$ cat src/design/ntpm_pkg.sv
// Shared types and constants for the nearest timestamp pair matcher.
// Depends on nothing; the core, the gap unit and the testbench import it.
package ntpm_pkg;

    localparam int STAMP_W = 63;
    localparam int TAG_W   = 16;
    localparam int GAP_W   = 30;

    localparam int IMAGE_DEPTH_DEF = 16;
    localparam int LIDAR_DEPTH_DEF = 8;
    localparam int TAG_BITS_DEF    = 16;

    localparam int RESULT_CAP = 8;
    localparam int NCNT_W     = $clog2(RESULT_CAP + 1);

    localparam logic [GAP_W-1:0] THRESHOLD_RESET = 30'd226650000;
    localparam logic [GAP_W-1:0] SEARCH_WINDOW   = 30'd1000000000;

    typedef struct packed {
        logic               mode;
        logic [STAMP_W-1:0] stamp_ns;
        logic [TAG_W-1:0]   item_tag;
    } ntpm_in_t;

    typedef struct packed {
        logic [TAG_W-1:0] image_tag;
        logic [TAG_W-1:0] lidar_tag;
        logic [GAP_W-1:0] gap_ns;
        logic             last_pair;
    } ntpm_out_t;

endpackage

$ cat src/design/nearest_timestamp_pair_matcher_core.sv
// Nearest timestamp pair matcher: pairs lidar sweeps with camera images by stamp.
// Sequence: accept in IDLE, then per pair attempt LOOK, SCAN and DECIDE
// (the image RAM is read one entry a cycle through the shared gap unit), then FLUSH.
// A new item is taken only in IDLE, once the last one is fully handled; output stalls
// can hold the core in DECIDE or FLUSH.
// Reset: queues empty, threshold 226650000 ns; queue RAM contents are not cleared.
// Depends on ntpm_pkg, ntpm_ram and ntpm_gap_unit.
module nearest_timestamp_pair_matcher_core
    import ntpm_pkg::*;
#(
    parameter int IMAGE_DEPTH = IMAGE_DEPTH_DEF,
    parameter int LIDAR_DEPTH = LIDAR_DEPTH_DEF,
    parameter int TAG_BITS    = TAG_BITS_DEF
) (
    input  logic             clk,
    input  logic             rst_n,
    input  logic             in_valid,
    output logic             in_stall,
    input  ntpm_in_t         in_data,
    output logic             out_valid,
    input  logic             out_stall,
    output ntpm_out_t        out_data,
    input  logic             cfg_valid,
    output logic             cfg_ready,
    input  logic [GAP_W-1:0] cfg_data
);

    localparam int IA = $clog2(IMAGE_DEPTH);
    localparam int LA = (LIDAR_DEPTH > 1) ? $clog2(LIDAR_DEPTH) : 1;
    localparam int IC = $clog2(IMAGE_DEPTH + 1);
    localparam int LC = $clog2(LIDAR_DEPTH + 1);
    localparam int WW = STAMP_W + TAG_BITS;

    localparam logic [2:0] ST_IDLE   = 3'd0;
    localparam logic [2:0] ST_LOOK   = 3'd1;
    localparam logic [2:0] ST_SCAN   = 3'd2;
    localparam logic [2:0] ST_DECIDE = 3'd3;
    localparam logic [2:0] ST_FLUSH  = 3'd4;

    function automatic logic [IA-1:0] img_wrap(input logic [IA:0] s);
        logic [IA:0] t;
        t = s - (IA + 1)'(IMAGE_DEPTH);
        return (s >= (IA + 1)'(IMAGE_DEPTH)) ? t[IA-1:0] : s[IA-1:0];
    endfunction

    function automatic logic [LA-1:0] lid_wrap(input logic [LA:0] s);
        logic [LA:0] t;
        t = s - (LA + 1)'(LIDAR_DEPTH);
        return (s >= (LA + 1)'(LIDAR_DEPTH)) ? t[LA-1:0] : s[LA-1:0];
    endfunction

    logic [2:0]        state_reg,    state_next;
    logic [GAP_W-1:0]  thr_reg,      thr_next;
    logic [IA-1:0]     img_head_reg, img_head_next;
    logic [IC-1:0]     img_cnt_reg,  img_cnt_next;
    logic [LA-1:0]     lid_head_reg, lid_head_next;
    logic [LC-1:0]     lid_cnt_reg,  lid_cnt_next;
    logic [NCNT_W-1:0] n_reg,        n_next;
    logic [IC-1:0]     k_reg,        k_next;
    logic [IC-1:0]     dk_reg,       dk_next;
    logic              dv_reg,       dv_next;
    logic [GAP_W-1:0]  best_reg,     best_next;
    logic [IC-1:0]     bidx_reg,     bidx_next;
    logic [TAG_BITS-1:0] btag_reg,   btag_next;
    logic              found_reg,    found_next;
    logic              pend_valid_reg, pend_valid_next;
    ntpm_out_t         pend_reg,     pend_next;
    logic              out_valid_reg, out_valid_next;
    ntpm_out_t         out_reg,      out_next;

    logic              accept;
    logic              issue;
    logic              out_free;
    logic              match;
    logic              img_full;
    logic              lid_full;
    logic [IA-1:0]     img_slot;
    logic [LA-1:0]     lid_slot;
    logic [IA-1:0]     img_rd_addr;
    logic [WW-1:0]     in_word;
    logic [WW-1:0]     img_rd;
    logic [WW-1:0]     lid_rd;
    logic [GAP_W-1:0]  gu_gap;
    logic              gu_better;

    assign in_stall  = (state_reg != ST_IDLE);
    assign cfg_ready = (state_reg == ST_IDLE);
    assign out_valid = out_valid_reg;
    assign out_data  = out_reg;

    assign accept   = in_valid && (state_reg == ST_IDLE);
    assign issue    = (state_reg == ST_SCAN) && (k_reg < img_cnt_reg);
    assign out_free = !out_valid_reg || !out_stall;
    assign match    = found_reg && (best_reg < thr_reg);
    assign in_word  = {in_data.stamp_ns, TAG_BITS'(in_data.item_tag)};

    assign img_full = (img_cnt_reg == IC'(IMAGE_DEPTH));
    assign lid_full = (lid_cnt_reg == LC'(LIDAR_DEPTH));
    // A full queue overwrites its oldest entry, which sits at the head.
    assign img_slot = img_full ? img_head_reg
                               : img_wrap({1'b0, img_head_reg} + (IA + 1)'(img_cnt_reg));
    assign lid_slot = lid_full ? lid_head_reg
                               : lid_wrap({1'b0, lid_head_reg} + (LA + 1)'(lid_cnt_reg));
    assign img_rd_addr = img_wrap({1'b0, img_head_reg} + (IA + 1)'(k_reg));

    ntpm_ram #(
        .WIDTH (WW),
        .DEPTH (IMAGE_DEPTH)
    ) u_img_ram (
        .clk     (clk),
        .wr_en   (accept && !in_data.mode),
        .wr_addr (img_slot),
        .wr_data (in_word),
        .rd_en   (issue),
        .rd_addr (img_rd_addr),
        .rd_data (img_rd)
    );

    ntpm_ram #(
        .WIDTH (WW),
        .DEPTH (LIDAR_DEPTH)
    ) u_lid_ram (
        .clk     (clk),
        .wr_en   (accept && in_data.mode),
        .wr_addr (lid_slot),
        .wr_data (in_word),
        .rd_en   (state_reg == ST_LOOK),
        .rd_addr (lid_head_reg),
        .rd_data (lid_rd)
    );

    ntpm_gap_unit u_gap (
        .lidar_stamp (lid_rd[WW-1:TAG_BITS]),
        .image_stamp (img_rd[WW-1:TAG_BITS]),
        .best        (best_reg),
        .gap         (gu_gap),
        .better      (gu_better)
    );

    always_comb
    begin
        state_next      = state_reg;
        thr_next        = thr_reg;
        img_head_next   = img_head_reg;
        img_cnt_next    = img_cnt_reg;
        lid_head_next   = lid_head_reg;
        lid_cnt_next    = lid_cnt_reg;
        n_next          = n_reg;
        k_next          = k_reg;
        dk_next         = dk_reg;
        dv_next         = 1'b0;
        best_next       = best_reg;
        bidx_next       = bidx_reg;
        btag_next       = btag_reg;
        found_next      = found_reg;
        pend_valid_next = pend_valid_reg;
        pend_next       = pend_reg;
        out_next        = out_reg;
        out_valid_next  = out_stall ? out_valid_reg : 1'b0;

        if (cfg_valid && cfg_ready)
        begin
            thr_next = cfg_data;
        end

        unique case (state_reg)
            ST_IDLE:
            begin
                if (accept)
                begin
                    n_next = '0;
                    if (in_data.mode)
                    begin
                        if (lid_full)
                        begin
                            lid_head_next = lid_wrap({1'b0, lid_head_reg} + (LA + 1)'(1));
                        end
                        else
                        begin
                            lid_cnt_next = lid_cnt_reg + LC'(1);
                        end
                    end
                    else
                    begin
                        if (img_full)
                        begin
                            img_head_next = img_wrap({1'b0, img_head_reg} + (IA + 1)'(1));
                        end
                        else
                        begin
                            img_cnt_next = img_cnt_reg + IC'(1);
                        end
                    end
                    state_next = ST_LOOK;
                end
            end
            ST_LOOK:
            begin
                k_next     = '0;
                best_next  = SEARCH_WINDOW;
                found_next = 1'b0;
                if ((lid_cnt_reg != '0) && (img_cnt_reg != '0))
                begin
                    state_next = ST_SCAN;
                end
                else
                begin
                    state_next = ST_FLUSH;
                end
            end
            ST_SCAN:
            begin
                // Reads are issued one image per cycle; the compare follows in the cycle after each read.
                if (issue)
                begin
                    k_next = k_reg + IC'(1);
                end
                dv_next = issue;
                dk_next = k_reg;
                if (dv_reg && gu_better)
                begin
                    best_next  = gu_gap;
                    bidx_next  = dk_reg;
                    btag_next  = img_rd[TAG_BITS-1:0];
                    found_next = 1'b1;
                end
                if (!issue && !dv_reg)
                begin
                    state_next = ST_DECIDE;
                end
            end
            ST_DECIDE:
            begin
                if (!match)
                begin
                    state_next = ST_FLUSH;
                end
                else if (!pend_valid_reg || out_free)
                begin
                    // The held pair is not the last one, since another pair follows it.
                    if (pend_valid_reg)
                    begin
                        out_next           = pend_reg;
                        out_next.last_pair = 1'b0;
                        out_valid_next     = 1'b1;
                    end
                    pend_valid_next     = 1'b1;
                    pend_next.image_tag = TAG_W'(btag_reg);
                    pend_next.lidar_tag = TAG_W'(lid_rd[TAG_BITS-1:0]);
                    pend_next.gap_ns    = best_reg;
                    pend_next.last_pair = 1'b0;
                    img_head_next = img_wrap({1'b0, img_head_reg} + (IA + 1)'(bidx_reg));
                    img_cnt_next  = img_cnt_reg - bidx_reg;
                    lid_head_next = lid_wrap({1'b0, lid_head_reg} + (LA + 1)'(1));
                    lid_cnt_next  = lid_cnt_reg - LC'(1);
                    n_next        = n_reg + NCNT_W'(1);
                    if (n_reg + NCNT_W'(1) == NCNT_W'(RESULT_CAP))
                    begin
                        state_next = ST_FLUSH;
                    end
                    else
                    begin
                        state_next = ST_LOOK;
                    end
                end
            end
            ST_FLUSH:
            begin
                if (!pend_valid_reg)
                begin
                    state_next = ST_IDLE;
                end
                else if (out_free)
                begin
                    out_next           = pend_reg;
                    out_next.last_pair = 1'b1;
                    out_valid_next     = 1'b1;
                    pend_valid_next    = 1'b0;
                    state_next         = ST_IDLE;
                end
            end
            default:
            begin
                state_next = ST_IDLE;
            end
        endcase
    end

    always_ff @(posedge clk or negedge rst_n)
    begin
        if (!rst_n)
        begin
            state_reg      <= ST_IDLE;
            thr_reg        <= THRESHOLD_RESET;
            img_head_reg   <= '0;
            img_cnt_reg    <= '0;
            lid_head_reg   <= '0;
            lid_cnt_reg    <= '0;
            n_reg          <= '0;
            k_reg          <= '0;
            dv_reg         <= 1'b0;
            found_reg      <= 1'b0;
            pend_valid_reg <= 1'b0;
            out_valid_reg  <= 1'b0;
        end
        else
        begin
            state_reg      <= state_next;
            thr_reg        <= thr_next;
            img_head_reg   <= img_head_next;
            img_cnt_reg    <= img_cnt_next;
            lid_head_reg   <= lid_head_next;
            lid_cnt_reg    <= lid_cnt_next;
            n_reg          <= n_next;
            k_reg          <= k_next;
            dv_reg         <= dv_next;
            found_reg      <= found_next;
            pend_valid_reg <= pend_valid_next;
            out_valid_reg  <= out_valid_next;
        end
    end

    always_ff @(posedge clk)
    begin
        dk_reg   <= dk_next;
        best_reg <= best_next;
        bidx_reg <= bidx_next;
        btag_reg <= btag_next;
        pend_reg <= pend_next;
        out_reg  <= out_next;
    end

    a_idle_no_pending: assert property (@(posedge clk) disable iff (!rst_n)
        (state_reg == ST_IDLE) |-> !pend_valid_reg)
        else $error("pair left pending while idle");

    a_img_count_bound: assert property (@(posedge clk) disable iff (!rst_n)
        img_cnt_reg <= IC'(IMAGE_DEPTH))
        else $error("image queue count exceeds its depth");

    a_lid_count_bound: assert property (@(posedge clk) disable iff (!rst_n)
        lid_cnt_reg <= LC'(LIDAR_DEPTH))
        else $error("lidar queue count exceeds its depth");

    a_result_cap: assert property (@(posedge clk) disable iff (!rst_n)
        (state_reg == ST_DECIDE && match && n_reg == NCNT_W'(RESULT_CAP - 1)
         && (!pend_valid_reg || out_free)) |=> (state_reg == ST_FLUSH))
        else $error("pair count passed its cap");

endmodule

$ cat src/design/ntpm_ram.sv
// Generic single-write, single-read RAM with a registered read port.
// Depends on nothing.
module ntpm_ram #(
    parameter int WIDTH = 8,
    parameter int DEPTH = 16
) (
    input  logic                                      clk,
    input  logic                                      wr_en,
    input  logic [((DEPTH > 1) ? $clog2(DEPTH) : 1)-1:0] wr_addr,
    input  logic [WIDTH-1:0]                          wr_data,
    input  logic                                      rd_en,
    input  logic [((DEPTH > 1) ? $clog2(DEPTH) : 1)-1:0] rd_addr,
    output logic [WIDTH-1:0]                          rd_data
);

    logic [WIDTH-1:0] mem [DEPTH];

    always_ff @(posedge clk)
    begin
        if (wr_en)
        begin
            mem[wr_addr] <= wr_data;
        end
        if (rd_en)
        begin
            rd_data <= mem[rd_addr];
        end
    end

endmodule

$ cat src/design/ntpm_gap_unit.sv
// Shared gap unit: absolute stamp difference and compare against the running best.
// Depends on ntpm_pkg.
module ntpm_gap_unit
    import ntpm_pkg::*;
(
    input  logic [STAMP_W-1:0] lidar_stamp,
    input  logic [STAMP_W-1:0] image_stamp,
    input  logic [GAP_W-1:0]   best,
    output logic [GAP_W-1:0]   gap,
    output logic               better
);

    logic [STAMP_W:0]   diff_li;
    logic [STAMP_W:0]   diff_il;
    logic [STAMP_W-1:0] mag;
    logic               near;

    always_comb
    begin
        diff_li = {1'b0, lidar_stamp} - {1'b0, image_stamp};
        diff_il = {1'b0, image_stamp} - {1'b0, lidar_stamp};
        // A borrow means the image is later than the sweep.
        mag     = diff_li[STAMP_W] ? diff_il[STAMP_W-1:0] : diff_li[STAMP_W-1:0];
        near    = (mag[STAMP_W-1:GAP_W] == '0);
        gap     = mag[GAP_W-1:0];
        // The best value never exceeds the search window, so only narrow gaps can win.
        better  = near && (gap < best);
    end

endmodule

$ cat config.mk
export PLATFORM = sky130hd
export DESIGN_NAME = nearest_timestamp_pair_matcher_core
export DESIGN_NICKNAME = d
export VERILOG_FILES = /design/src/design/ntpm_pkg.sv /design/src/design/nearest_timestamp_pair_matcher_core.sv /design/src/design/ntpm_ram.sv /design/src/design/ntpm_gap_unit.sv
export SDC_FILE = /design/constraint.sdc
export NUM_CORES = 2
export LEC_CHECK = 0
export BUFFER_PORTS_ARGS = -buffer_cell sky130_fd_sc_hd__clkbuf_2
export CORE_UTILIZATION = 42
export CTS_BUF_LIST = sky130_fd_sc_hd__clkbuf_4 sky130_fd_sc_hd__clkbuf_8 sky130_fd_sc_hd__clkbuf_16
export DETAILED_ROUTE_END_ITERATION = 8
export PLACE_DENSITY_LB_ADDON = 0.2
export SLEW_MARGIN = 10
export SYNTH_ARGS = -nofsm -noshare
export SYNTH_HDL_FRONTEND = slang
export SYNTH_SLANG_ARGS = --single-unit
$ cat constraint.sdc
create_clock -name clk -period 19.04 [get_ports clk]
set_input_delay 1.904 -clock clk [delete_from_list [all_inputs] [get_ports clk]]
set_output_delay 1.904 -clock clk [all_outputs]
set_load 0.01 [all_outputs]
==> qor.csv <==
metric;value;unit
CP arrival;7.23;ns
Syn. warnings;0;
final wirelength;237000;um
buffers plus inverters on the worst setup path;2;
fraction of layout cells with a size suffix above 1;22.7;%
Worst-path clk slew;0.06;ns
DP HPWL;144000;um
Via Count;49100;
critical path's largest stage delay;0.53;ns
Die Y-Extent;476;um
1st-pass router iterations;5;
cell taking the most area after synthesis;edfxtp_1;
Top reg by flops;u_img_ram.mem;
hold slack final;0.418;ns
Pleak;36.1;nW
maximum clock insertion buffer count;3;
Post-CTS Hold Fix Bufs;0;
CTS buffer count;228;
largest net degree at the start of global routing;108;
worst slew pin tran;1.03;ns
Reg2Reg Setup Slack;12.34;ns
syn_area_per_cell;17.9;sq um
core box area;223000;sq um
pwr dens;187;nW/um^2
post-synthesis net count;5608;
P&R area growth vs syn;13.3;%
EDFF count, synth;2235;
RSZ-0062 raised after global routing;no;
post-synthesis sequential element count;2297;
per-cell routed wire length;27.2;um
Hold Crit Class;reg2reg;
most common cell after layout, fill and taps aside;edfxtp_1;
commonest cells after routing, fill and taps aside;2235 x edfxtp_1, 488 x nand2_1, 474 x mux4_2;
GPL Wtd Cong;0.937;
DR DRC count;0;
post_cts resized;0;
critical path's slowest cell;o41ai_4;
Fmax;149;MHz
CP Launch Type;flop;
Synth cell types;91;
grt total ovfl;0;
Synth async-reset ratio;2.70;%
final max-slew violation count;0;
CP Class;reg2reg;
worst min-delay path endpoint;out_data[54]$_DFFE_PP_;
biggest regs;u_img_ram.mem: 1264 flops, u_lid_ram.mem: 632 flops;
share of the yosys chip area belonging to registers;72.7;%
min-delay src;pend_reg[54]$_DFFE_PP_;
Worst EP required;19.57;ns
Final Net Count;5876;
hold depth;0;
max reg flops;1264;
fillers;18700;
CP most frequent cell;a21oi_1;
Worst R2R Start;u_img_ram.rd_data[18]$_DFFE_PP_;
vias per inst;5.63;
max-cap check violation count;0;
total track usage;20.8;%
initial core utilization;42.4;%
first-pass GRT wire length;348000;um
clk_skew;0.0855;ns
run status;finished clean;
Max FO, Critical Path;21;
final setup fails;0;
Post-CTS Setup Repair Bufs;0;
period utilization;35.2;%
CTS tree;done;
minimum clock period;6.70;ns
Final Hold Violating Endpoints;0;
Post-DRT Antenna Nets;0;
Area contributors post-synth;edfxtp_1 71%, mux4_2 11%, ha_1 2.7%;
IO Count;181;
Largest delay share family, worst path;compound AO/OA/AOI/OAI gates;
initial antenna violation count;18;
Worst setup EP type;flop;
Synth Flop Type;edfxtp_1;
setup tns final;0;ns
Peak supply drop;187;uV
initial drt markers;4693;
# port buffers;180;
root buf cell;clkbuf_16;
Reg-to-Reg End;btag_reg[4]$_DFFE_PP_;
slew margin rel.;31.6;%
final core utilization;48.0;%
Die Wd;476;um
cell area after synthesis;94500;sq um
Syn Inst Count;5279;
Skew-Pair Late Insertion Delay;0.92;ns
worst reg2reg path depth;25;
row count;173;
Synth top area share;71.0;%
total die area;227000;sq um
Clock Sinks;2297;
H-tree levels;4;
vias in the first global route;50400;
## layout make-up
class,instances,area (sq um),area share [%]
sequential,2297,68700,64.2
multi-input combinational,2511,24300,22.7
clock buffer,280,6180,5.77
tap,2975,3720,3.48
timing repair buffer,277,1670,1.56
clock inverter,147,1660,1.55
inverter,232,873,0.816
antenna,3,7.51,0.00701
## metrics by stage
stage / instance area, sq um / cells / total power (W) / worst slack [ns]
6_report: 107000 / 8722 / 0.0201 / 12.34
2_1_floorplan: 94500 / 5279 / 0.0127 / 10.53
5_1_grt: 107000 / 8722 / 0.0211 / 11.91
4_1_cts: 107000 / 8719 / 0.0203 / 12.30
3_3_place_gp: 99200 / 8292 / 0.0157 / 12.55
3_5_place_dp: 99200 / 8292 / 0.0157 / 12.40
## metal layers
layer	vias to the layer above	GRT usage (%)	routed length [um]
li1	21400	-	-
met1	26000	29.9	106000
met2	1386	33.3	113000
met3	325	2.88	12400
met4	2	5.66	5600
met5	-	0	9
## power breakdown
| group | internal, W | switching, W |
|---|---|---|
| combinational | 0.00343 | 0.00541 |
| sequential | 0.00635 | 0.000262 |
| clock | 0.00266 | 0.00195 |
## synthesized netlist by cell type, types with 5 or more instances
master	count
edfxtp_1	2235
nand2_1	489
mux4_2	474
inv_1	231
ha_1	206
a21oi_1	200
o21ai_0	164
nor2_1	141
clkbuf_1	132
a31oi_1	89
and3_1	88
mux2_2	87
buf_1	59
a21o_1	57
dfrtp_1	50
xnor2_1	48
nand4_1	45
buf_2	38
xor2_1	36
nand2b_1	31
nand3_1	30
and2_1	26
mux2i_1	26
o21bai_1	26
nor3_1	24
a211oi_1	23
o21a_1	21
o211ai_1	15
dfstp_2	12
buf_4	10
nor2b_1	9
o21ai_1	9
o31ai_1	9
a21boi_0	8
fa_1	8
nor4_1	8
o221ai_1	7
or3_1	7
a221o_1	6
a221oi_1	6
and4_1	6
a22oi_1	5
or2_2	5
## cells by family after synthesis
| group | share of synthesized area, % |
|---|---|
| xor+xnor | 0.778 |
| flops | 72.7 |
| simple gates | 4.49 |
| compound gates | 4.62 |
| fa+ha+maj | 2.90 |
| mux | 12.6 |
| buf+inv | 1.96 |
## worst reg2reg max path, stage by stage (launching register included)
cell       delay [ns]
edfxtp_1         0.37
inv_1            0.06
ha_1             0.38
o211ai_1         0.19
a21oi_1          0.10
o21ai_1          0.52
a2111oi_4        0.18
o41ai_4          0.53
nand2_2          0.40
and3_1           0.34
a41oi_1          0.25
a2bb2oi_1        0.15
xnor2_1          0.25
ha_1             0.30
a21oi_1          0.13
nor2b_1          0.05
o21ai_0          0.15
nand2b_1         0.07
a21oi_1          0.15
nor2_1           0.06
a211oi_1         0.25
o41ai_1          0.21
a2111oi_4        0.39
nand4_1          0.25
nor2_2           0.18
buf_4            0.36
## worst max path at each step
stage	from	to	slack, ns	cells after the start
after floorplan	img_cnt_reg[1]$_DFFE_PN0P_	k_reg[3]$_DFFE_PN0P_	10.53	10
after global placement	u_img_ram.rd_data[18]$_DFFE_PP_	best_reg[0]$_SDFFCE_PN0P_	12.55	25
after detailed placement	u_img_ram.rd_data[18]$_DFFE_PP_	best_reg[0]$_SDFFCE_PN0P_	12.40	25
after CTS	u_img_ram.rd_data[18]$_DFFE_PP_	best_reg[0]$_SDFFCE_PN0P_	12.30	25
after global routing	u_lid_ram.rd_data[66]$_DFFE_PP_	best_reg[0]$_SDFFCE_PN0P_	11.91	22
final	u_img_ram.rd_data[18]$_DFFE_PP_	btag_reg[4]$_DFFE_PP_	12.34	25
No activity file was read; power rests on OpenSTA's default activity.
